<file path="config.mk">
export PLATFORM = sky130hd
export DESIGN_NAME = probe_table_update_lru
export DESIGN_NICKNAME = d
export VERILOG_FILES = /design/src/ptu_pkg.sv /design/src/probe_table_update_lru.sv /design/src/ptu_mem.sv /design/src/ptu_engine.sv
export SDC_FILE = /design/constraint.sdc
export NUM_CORES = 2
export LEC_CHECK = 0
export BUFFER_PORTS_ARGS = -buffer_cell sky130_fd_sc_hd__buf_2
export CORE_MARGIN = 2
export CORE_UTILIZATION = 60
export CTS_CLUSTER_DIAMETER = 100
export CTS_CLUSTER_SIZE = 12
export DETAILED_ROUTE_END_ITERATION = 16
export GPL_TIMING_DRIVEN = 0
export HOLD_SLACK_MARGIN = 0.06
export PLACE_DENSITY = 0.76
export SLEW_MARGIN = 20
export SYNTH_ARGS = -nofsm -noshare
export SYNTH_HDL_FRONTEND = slang
export SYNTH_HIERARCHICAL = 1
export SYNTH_MEMORY_MAX_BITS = 65536
export SYNTH_SLANG_ARGS = --single-unit
</file>
<file path="constraint.sdc">
create_clock -name clk -period 44.4 [get_ports clk]
set_input_delay 4.44 -clock clk [delete_from_list [all_inputs] [get_ports clk]]
set_output_delay 4.44 -clock clk [all_outputs]
set_load 0.01 [all_outputs]
</file>
<file path="src/ptu_pkg.sv">
package ptu_pkg;

  localparam int MAC_W    = 48;
  localparam int RSSI_W   = 8;
  localparam int HASH_W   = 32;
  localparam int BIT_W    = 6;
  localparam int DIST_W   = 24;
  localparam int TIME_W   = 32;
  localparam int HITS_W   = 16;
  localparam int MAP_W    = 64;
  localparam int GEN_W    = 32;
  localparam int SLOT_W   = 4;

  localparam int IN_DATA_W  = 152;
  localparam int OUT_DATA_W = 144;

  localparam logic [HITS_W-1:0] HIT_MAX    = 16'hFFFF;
  localparam logic [RSSI_W-1:0] RSSI_RESET = 8'h9C;
  localparam logic [7:0]        NEW_WEIGHT = 8'd51;
  localparam logic [7:0]        OLD_WEIGHT = 8'd205;

  typedef struct packed {
    logic [MAC_W-1:0]  mac;
    logic [TIME_W-1:0] seen_ms;
    logic [TIME_W-1:0] join_ms;
    logic [HITS_W-1:0] hits;
    logic [MAP_W-1:0]  bitmap;
    logic [RSSI_W-1:0] rssi;
    logic [HASH_W-1:0] hw_hash;
    logic [DIST_W-1:0] dist_avg;
    logic [GEN_W-1:0]  gen;
  } entry_t;

  localparam entry_t ENTRY_RESET = '{
    mac:        '0,
    seen_ms:    '0,
    join_ms:    '0,
    hits:       '0,
    bitmap:     '0,
    rssi:       RSSI_RESET,
    hw_hash:    '0,
    dist_avg:   '0,
    gen:        '0
  };

  typedef struct packed {
    logic [MAC_W-1:0]  mac;
    logic [RSSI_W-1:0] rssi;
    logic [HASH_W-1:0] hw_hash;
    logic [BIT_W-1:0]  ssid_bit;
    logic              ssid_valid;
    logic [DIST_W-1:0] raw_distance;
    logic [TIME_W-1:0] time_ms;
  } probe_t;

  typedef struct packed {
    logic [SLOT_W-1:0] slot;
    logic              new_device;
    logic [HITS_W-1:0] hit_count;
    logic [MAP_W-1:0]  ssid_bitmap;
    logic [DIST_W-1:0] avg_distance;
    logic [GEN_W-1:0]  slot_generation;
  } result_t;

endpackage

</file>
<file path="src/probe_table_update_lru.sv">
// Channel  Direction  Payload
// s_*      in         one probe request (mac, rssi, hw_hash, ssid_bit, raw_distance, time_ms)
// m_*      out        one result per request (slot, hit_count, bitmap, distance, generation)
//
// Requests are handled one at a time: the scan reads one slot per cycle
// through the single read port of the slot memory, and the next request is
// accepted only after the previous result has been written back.
// Reset clears the per-slot written flags at once; unwritten slots read as empty.
// A result waits in the output register while the next request is scanned;
// the write-back stalls only while that register is full and m_tready is low.
module probe_table_update_lru #(
  parameter int SLOT_COUNT = 16
) (
  input  logic                            clk,
  input  logic                            rst,
  input  logic                            s_tvalid,
  output logic                            s_tready,
  // mac, rssi, hw_hash, ssid_bit, raw_distance, time_ms, zero pad
  input  logic [ptu_pkg::IN_DATA_W-1:0]   s_tdata,
  // ssid_valid
  input  logic                            s_tuser,
  output logic                            m_tvalid,
  input  logic                            m_tready,
  // slot, hit_count, ssid_bitmap, avg_distance, slot_generation, zero pad
  output logic [ptu_pkg::OUT_DATA_W-1:0]  m_tdata,
  // new_device
  output logic                            m_tuser
);
  import ptu_pkg::*;

  localparam int IW = $clog2(SLOT_COUNT);

  probe_t        probe;
  result_t       res;
  result_t       out_q;
  logic          res_valid;
  logic          res_ready;
  logic          rd_en;
  logic [IW-1:0] rd_addr;
  entry_t        rd_data;
  logic          wr_en;
  logic [IW-1:0] wr_addr;
  entry_t        wr_data;

  assign probe.mac          = s_tdata[47:0];
  assign probe.rssi         = s_tdata[55:48];
  assign probe.hw_hash      = s_tdata[87:56];
  assign probe.ssid_bit     = s_tdata[93:88];
  assign probe.raw_distance = s_tdata[117:94];
  assign probe.time_ms      = s_tdata[149:118];
  assign probe.ssid_valid   = s_tuser;

  ptu_mem #(
    .SLOT_COUNT(SLOT_COUNT)
  ) u_mem (
    .clk     (clk),
    .rst     (rst),
    .rd_en   (rd_en),
    .rd_addr (rd_addr),
    .rd_data (rd_data),
    .wr_en   (wr_en),
    .wr_addr (wr_addr),
    .wr_data (wr_data)
  );

  ptu_engine #(
    .SLOT_COUNT(SLOT_COUNT)
  ) u_engine (
    .clk       (clk),
    .rst       (rst),
    .in_valid  (s_tvalid),
    .in_ready  (s_tready),
    .in_probe  (probe),
    .res_valid (res_valid),
    .res_ready (res_ready),
    .res       (res),
    .rd_en     (rd_en),
    .rd_addr   (rd_addr),
    .rd_data   (rd_data),
    .wr_en     (wr_en),
    .wr_addr   (wr_addr),
    .wr_data   (wr_data)
  );

  assign res_ready = !m_tvalid || m_tready;

  always_ff @(posedge clk) begin
    if (rst) begin
      m_tvalid <= 1'b0;
    end else if (res_ready) begin
      m_tvalid <= res_valid;
    end
  end

  always_ff @(posedge clk) begin
    if (res_valid && res_ready) begin
      out_q <= res;
    end
  end

  assign m_tdata = {4'd0, out_q.slot_generation, out_q.avg_distance,
                    out_q.ssid_bitmap, out_q.hit_count, out_q.slot};
  assign m_tuser = out_q.new_device;

endmodule

</file>
<file path="src/ptu_mem.sv">
module ptu_mem #(
  parameter int SLOT_COUNT = 16,
  parameter int IW = $clog2(SLOT_COUNT)
) (
  input  logic            clk,
  input  logic            rst,
  input  logic            rd_en,
  input  logic [IW-1:0]   rd_addr,
  output ptu_pkg::entry_t rd_data,
  input  logic            wr_en,
  input  logic [IW-1:0]   wr_addr,
  input  ptu_pkg::entry_t wr_data
);
  import ptu_pkg::*;

  entry_t                mem [SLOT_COUNT];
  logic [SLOT_COUNT-1:0] written;
  entry_t                rd_q;
  logic                  rd_written;

  always_ff @(posedge clk) begin
    if (wr_en) begin
      mem[wr_addr] <= wr_data;
    end
    if (rd_en) begin
      rd_q <= mem[rd_addr];
    end
  end

  always_ff @(posedge clk) begin
    if (rst) begin
      written    <= '0;
      rd_written <= 1'b0;
    end else begin
      if (wr_en) begin
        written[wr_addr] <= 1'b1;
      end
      if (rd_en) begin
        rd_written <= written[rd_addr];
      end
    end
  end

  assign rd_data = rd_written ? rd_q : ENTRY_RESET;

endmodule

</file>
<file path="src/ptu_engine.sv">
module ptu_engine #(
  parameter int SLOT_COUNT = 16,
  parameter int IW = $clog2(SLOT_COUNT)
) (
  input  logic             clk,
  input  logic             rst,
  input  logic             in_valid,
  output logic             in_ready,
  input  ptu_pkg::probe_t  in_probe,
  output logic             res_valid,
  input  logic             res_ready,
  output ptu_pkg::result_t res,
  output logic             rd_en,
  output logic [IW-1:0]    rd_addr,
  input  ptu_pkg::entry_t  rd_data,
  output logic             wr_en,
  output logic [IW-1:0]    wr_addr,
  output ptu_pkg::entry_t  wr_data
);
  import ptu_pkg::*;

  localparam int CW = $clog2(SLOT_COUNT + 1);

  typedef enum logic [3:0] {
    S_IDLE  = 4'b0001,
    S_SCAN  = 4'b0010,
    S_MIX   = 4'b0100,
    S_WRITE = 4'b1000
  } state_t;

  state_t        state;
  probe_t        req;
  logic [CW-1:0] idx;
  logic          chk_valid;
  logic [IW-1:0] chk_idx;
  logic          found;
  logic [IW-1:0] tgt_idx;
  entry_t        tgt_ent;
  logic [IW-1:0] old_idx;
  entry_t        old_ent;
  entry_t        upd_ent;
  logic [IW-1:0] upd_idx;
  logic          upd_new;

  entry_t        base;
  entry_t        upd_next;
  logic [32:0]   acc;

  assign in_ready  = (state == S_IDLE);
  assign rd_en     = (state == S_SCAN) && (idx < CW'(SLOT_COUNT));
  assign rd_addr   = idx[IW-1:0];
  assign res_valid = (state == S_WRITE);
  assign wr_en     = (state == S_WRITE) && res_ready;
  assign wr_addr   = upd_idx;
  assign wr_data   = upd_ent;

  always_comb begin
    if (found) begin
      base = tgt_ent;
    end else begin
      base            = old_ent;
      base.mac        = req.mac;
      base.hits       = '0;
      base.bitmap     = '0;
      base.join_ms    = req.time_ms;
      base.gen        = old_ent.gen + GEN_W'(1);
    end
    upd_next           = base;
    upd_next.hits      = (base.hits != HIT_MAX) ? base.hits + HITS_W'(1) : base.hits;
    upd_next.seen_ms   = req.time_ms;
    upd_next.rssi      = req.rssi;
    upd_next.hw_hash   = req.hw_hash;
    acc = 33'(req.raw_distance) * 33'(NEW_WEIGHT) + 33'(base.dist_avg) * 33'(OLD_WEIGHT);
    if (req.raw_distance != '0) begin
      if (upd_next.hits == HITS_W'(1)) begin
        upd_next.dist_avg = req.raw_distance;
      end else begin
        upd_next.dist_avg = acc[DIST_W+7:8];
      end
    end
    if (req.ssid_valid) begin
      upd_next.bitmap = base.bitmap | (MAP_W'(1) << req.ssid_bit);
    end
  end

  always_ff @(posedge clk) begin
    if (rst) begin
      state     <= S_IDLE;
      idx       <= '0;
      chk_valid <= 1'b0;
      found     <= 1'b0;
    end else begin
      unique case (state)
        S_IDLE: begin
          if (in_valid) begin
            idx       <= '0;
            chk_valid <= 1'b0;
            found     <= 1'b0;
            state     <= S_SCAN;
          end
        end
        S_SCAN: begin
          if (rd_en) begin
            idx <= idx + CW'(1);
          end
          chk_valid <= rd_en;
          if (chk_valid) begin
            if (!found && rd_data.mac == req.mac) begin
              found <= 1'b1;
            end
            if (chk_idx == IW'(SLOT_COUNT - 1)) begin
              state <= S_MIX;
            end
          end
        end
        S_MIX: begin
          state <= S_WRITE;
        end
        S_WRITE: begin
          if (res_ready) begin
            state <= S_IDLE;
          end
        end
        default: state <= S_IDLE;
      endcase
    end
  end

  always_ff @(posedge clk) begin
    if (state == S_IDLE && in_valid) begin
      req <= in_probe;
    end
    if (state == S_SCAN) begin
      chk_idx <= idx[IW-1:0];
      if (chk_valid) begin
        if (!found && rd_data.mac == req.mac) begin
          tgt_idx <= chk_idx;
          tgt_ent <= rd_data;
        end
        if (chk_idx == '0 || rd_data.seen_ms < old_ent.seen_ms) begin
          old_idx <= chk_idx;
          old_ent <= rd_data;
        end
      end
    end
    if (state == S_MIX) begin
      upd_ent <= upd_next;
      upd_idx <= found ? tgt_idx : old_idx;
      upd_new <= !found;
    end
  end

  assign res.slot            = SLOT_W'(upd_idx);
  assign res.new_device      = upd_new;
  assign res.hit_count       = upd_ent.hits;
  assign res.ssid_bitmap     = upd_ent.bitmap;
  assign res.avg_distance    = upd_ent.dist_avg;
  assign res.slot_generation = upd_ent.gen;

endmodule
</file>
==> run_results.csv <==
group,metric,value,unit
run_status,outcome,"finished, final reports clean",
grt,track_usage,0.314,
grt,grt_max_degree,79,
setup_path,crit_arrival,10.41,ns
cells_and_area,area_delta_synth_final,14.0,%
placed_design,place_hpwl,292000,um
cells_and_area,n_fill_cell,16700,
grt,grt_pass1_vias,90700,
sta,fin_crit,9.76,ns
sta,rsz0062_at_grt,"no",
synth,synthCells,8014,
cells_and_area,multi_input_area,37100,sq um
cells_and_area,drive_gt1_frac,0.280,
power_and_ir_drop,irDropWorstVdd,0.0384,mV
setup_path,start_kind,"register",
cts,clock_latency,0.99,ns
run,maxCapViolCount,0,
setup_path,critical_path_depth,27,
sta,fin_worst_skew,0.0758,ns
floorplan,dieArea,295000,sq um
setup_path,cp-end-kind,"register",
floorplan,ios,304,
setup_path,critical_path.max_stage_delay,0.77,ns
setup_path,critPathMaxFanout,10,
setup_path,path_buf_inv,10,
sta,hold_viol_final,0,
cts,cts.sinks,4458,
grt,antenna_found_initial,30,
grt,overflow,0,
sta,drv_slew,0,
floorplan,num_rows,198,
grt,grt_pass1_wl,652000,um
sta,fin_setup_tns,0,ns
hold_path,hold_depth,0,
synth,syn_avg_cell_area,21.8,sq um
detailed_routing,via_per_inst,6.75,
power_and_ir_drop,leakage,0.0648,uW
cts,cts_root_buffer,"clkbuf_16",
sta,worst-slew-pin-transition,1.25,ns
detailed_routing,num_vias,88500,
sta,fmax,0.102,GHz
setup_path,path_class,"register to register",
placed_design,place.gp.congestion,0.873,
placed_design,place_area,188000,sq um
setup_path,critical_path.top_delay_family,"adder cells",
power_and_ir_drop,powerDensity,41.2,nW/um^2
detailed_routing,drt_iter0_drc,14100,
detailed_routing,final_antenna_net_count,0,
cts,post_cts_buffers,0,
cts,postCtsHoldBufs,0,
floorplan,die_x,543,um
placed_design,io_buffers,257,
setup_path,crit_slowest_cell,"clkbuf_1",
cts,cts.path.max_buffers,4,
cts,clk_pin_slew,0.06,ns
detailed_routing,dr.pass1.iters,10,
floorplan,start_util,0.602,
cells_and_area,seqCellArea,134000,sq um
floorplan,core_area,290000,sq um
sta,period_share,0.220,
hold_path,min_path_type,"register to register",
cts,cts_tree,"done",
cts,post_cts_resize_count,0,
synth,yosys_warnings,6,
setup_path,reg2regPathDepth,27,
cts,h-tree-depth,5,
cells_and_area,nets,9584,
detailed_routing,wl_per_cell,35.1,um
detailed_routing,wl,460000,um
cts,cts_buffers,411,
cells_and_area,final_area,199000,sq um
sta,setup_violations,0,
detailed_routing,drcViolationCount,0,
synth,syn-cell-area,175000,sq um
sta,slew_headroom,0.167,
setup_path,crit_required,45.06,ns
floorplan,die-height,543,um
[metrics by stage]
stage	power [uW]	hold slack [ns]	cells	util	worst slack, ns
floorplan	4980	0.400	8017	-	20.02
global placement	5100	0.406	12200	0.623	-2.47
detailed placement	5110	0.405	12600	0.647	34.52
CTS	8230	0.420	13100	0.686	34.41
global route	8410	0.432	13100	0.686	34.35
finish	8200	0.418	13100	0.686	34.64
[flip-flops by register name (all words and copies together), names as in the netlist, 16 cells and up]
| register | cells |
|---|---|
| u_engine/res | 136 |
| u_engine/wr_data | 80 |
| u_engine/req | 111 |
| u_mem/mem | 3456 |
| m_tdata | 140 |
| u_mem/rd_q | 216 |
| u_mem/written | 16 |
| u_engine/old_ent | 88 |
| u_engine/tgt_ent | 184 |
[where the power goes]
part | switching, uW | internal [uW]
Clock | 1500 | 1670
Sequential | 20.8 | 4590
Combinational | 254 | 178
Total | 1770 | 6430
[routing by layer]
| metal | part of all wire | global-route usage | vias up |
|---|---|---|---|
| li1 | - | - | 34400 |
| met5 | 0.00025 | 0 | - |
| met4 | 0.049 | 0.131 | 18 |
| met1 | 0.34 | 0.414 | 45800 |
| met3 | 0.12 | 0.0733 | 1208 |
| met2 | 0.49 | 0.509 | 7038 |
[layout by cell type, fill, tap and decap left out, types with 13 or more instances in the layout]
cell type	instances
edfxtp_1	4429
mux4_2	1016
buf_2	413
clkbuf_16	411
buf_4	312
inv_1	308
clkbuf_1	250
and2_1	225
ha_1	171
fa_1	143
nand2_1	137
buf_16	113
buf_12	106
a21oi_1	103
o21ai_0	92
nor2_1	86
mux2i_1	74
nor2b_1	74
a211oi_1	72
xor2_1	70
mux2_2	61
a22o_1	47
buf_6	45
xnor2_1	41
nand3_1	32
dfxtp_1	29
a21o_1	27
nand4_1	26
buf_1	23
clkbuf_2	21
nor3_1	19
a31oi_1	17
diode_2	15
nor2_4	14
inv_16	13
nor4_1	13
[area by class of cell]
| type | count | area share |
|---|---|---|
| Sequential cell | 4458 | 0.671 |
| Multi-Input combinational cell | 2707 | 0.186 |
| Clock buffer | 468 | 0.0528 |
| Timing Repair Buffer | 683 | 0.0409 |
| Tap cell | 3900 | 0.0245 |
| Buffer | 543 | 0.0147 |
| Inverter | 309 | 0.00587 |
| Clock inverter | 32 | 0.00323 |
| Antenna cell | 15 | 0.000189 |
[path summary, 6_finish.rpt]
check / slack, ns / from / to
setup / recovery: 34.64 / u_engine/found / u_engine/res[55]
hold / removal: 0.42 / u_engine/req[6] / u_engine/wr_data[214]
setup reg to reg: 34.64 / u_engine/found / u_engine/res[55]
hold reg to reg: 0.42 / u_engine/req[6] / u_engine/wr_data[214]
[worst register-to-register path: stages (launching register included)]
cell and delay, ns:
dfxtp_1 0.46, clkbuf_2 0.55, clkbuf_2 0.62, clkbuf_2 0.43
buf_16 0.20, clkbuf_1 0.80, mux2i_1 0.55, inv_1 0.21
ha_1 0.28, fa_1 0.54, inv_1 0.05, fa_1 0.48
inv_1 0.06, fa_1 0.54, inv_1 0.06, fa_1 0.52
fa_1 0.53, inv_1 0.04, ha_1 0.33, a21oi_1 0.17
o21a_1 0.19, o211ai_1 0.10, o21ai_0 0.58, a31oi_1 0.29
a21oi_1 0.34, o2111ai_1 0.20, xnor2_1 0.17, o221ai_1 0.16
Power figures use the tool's default switching activity.
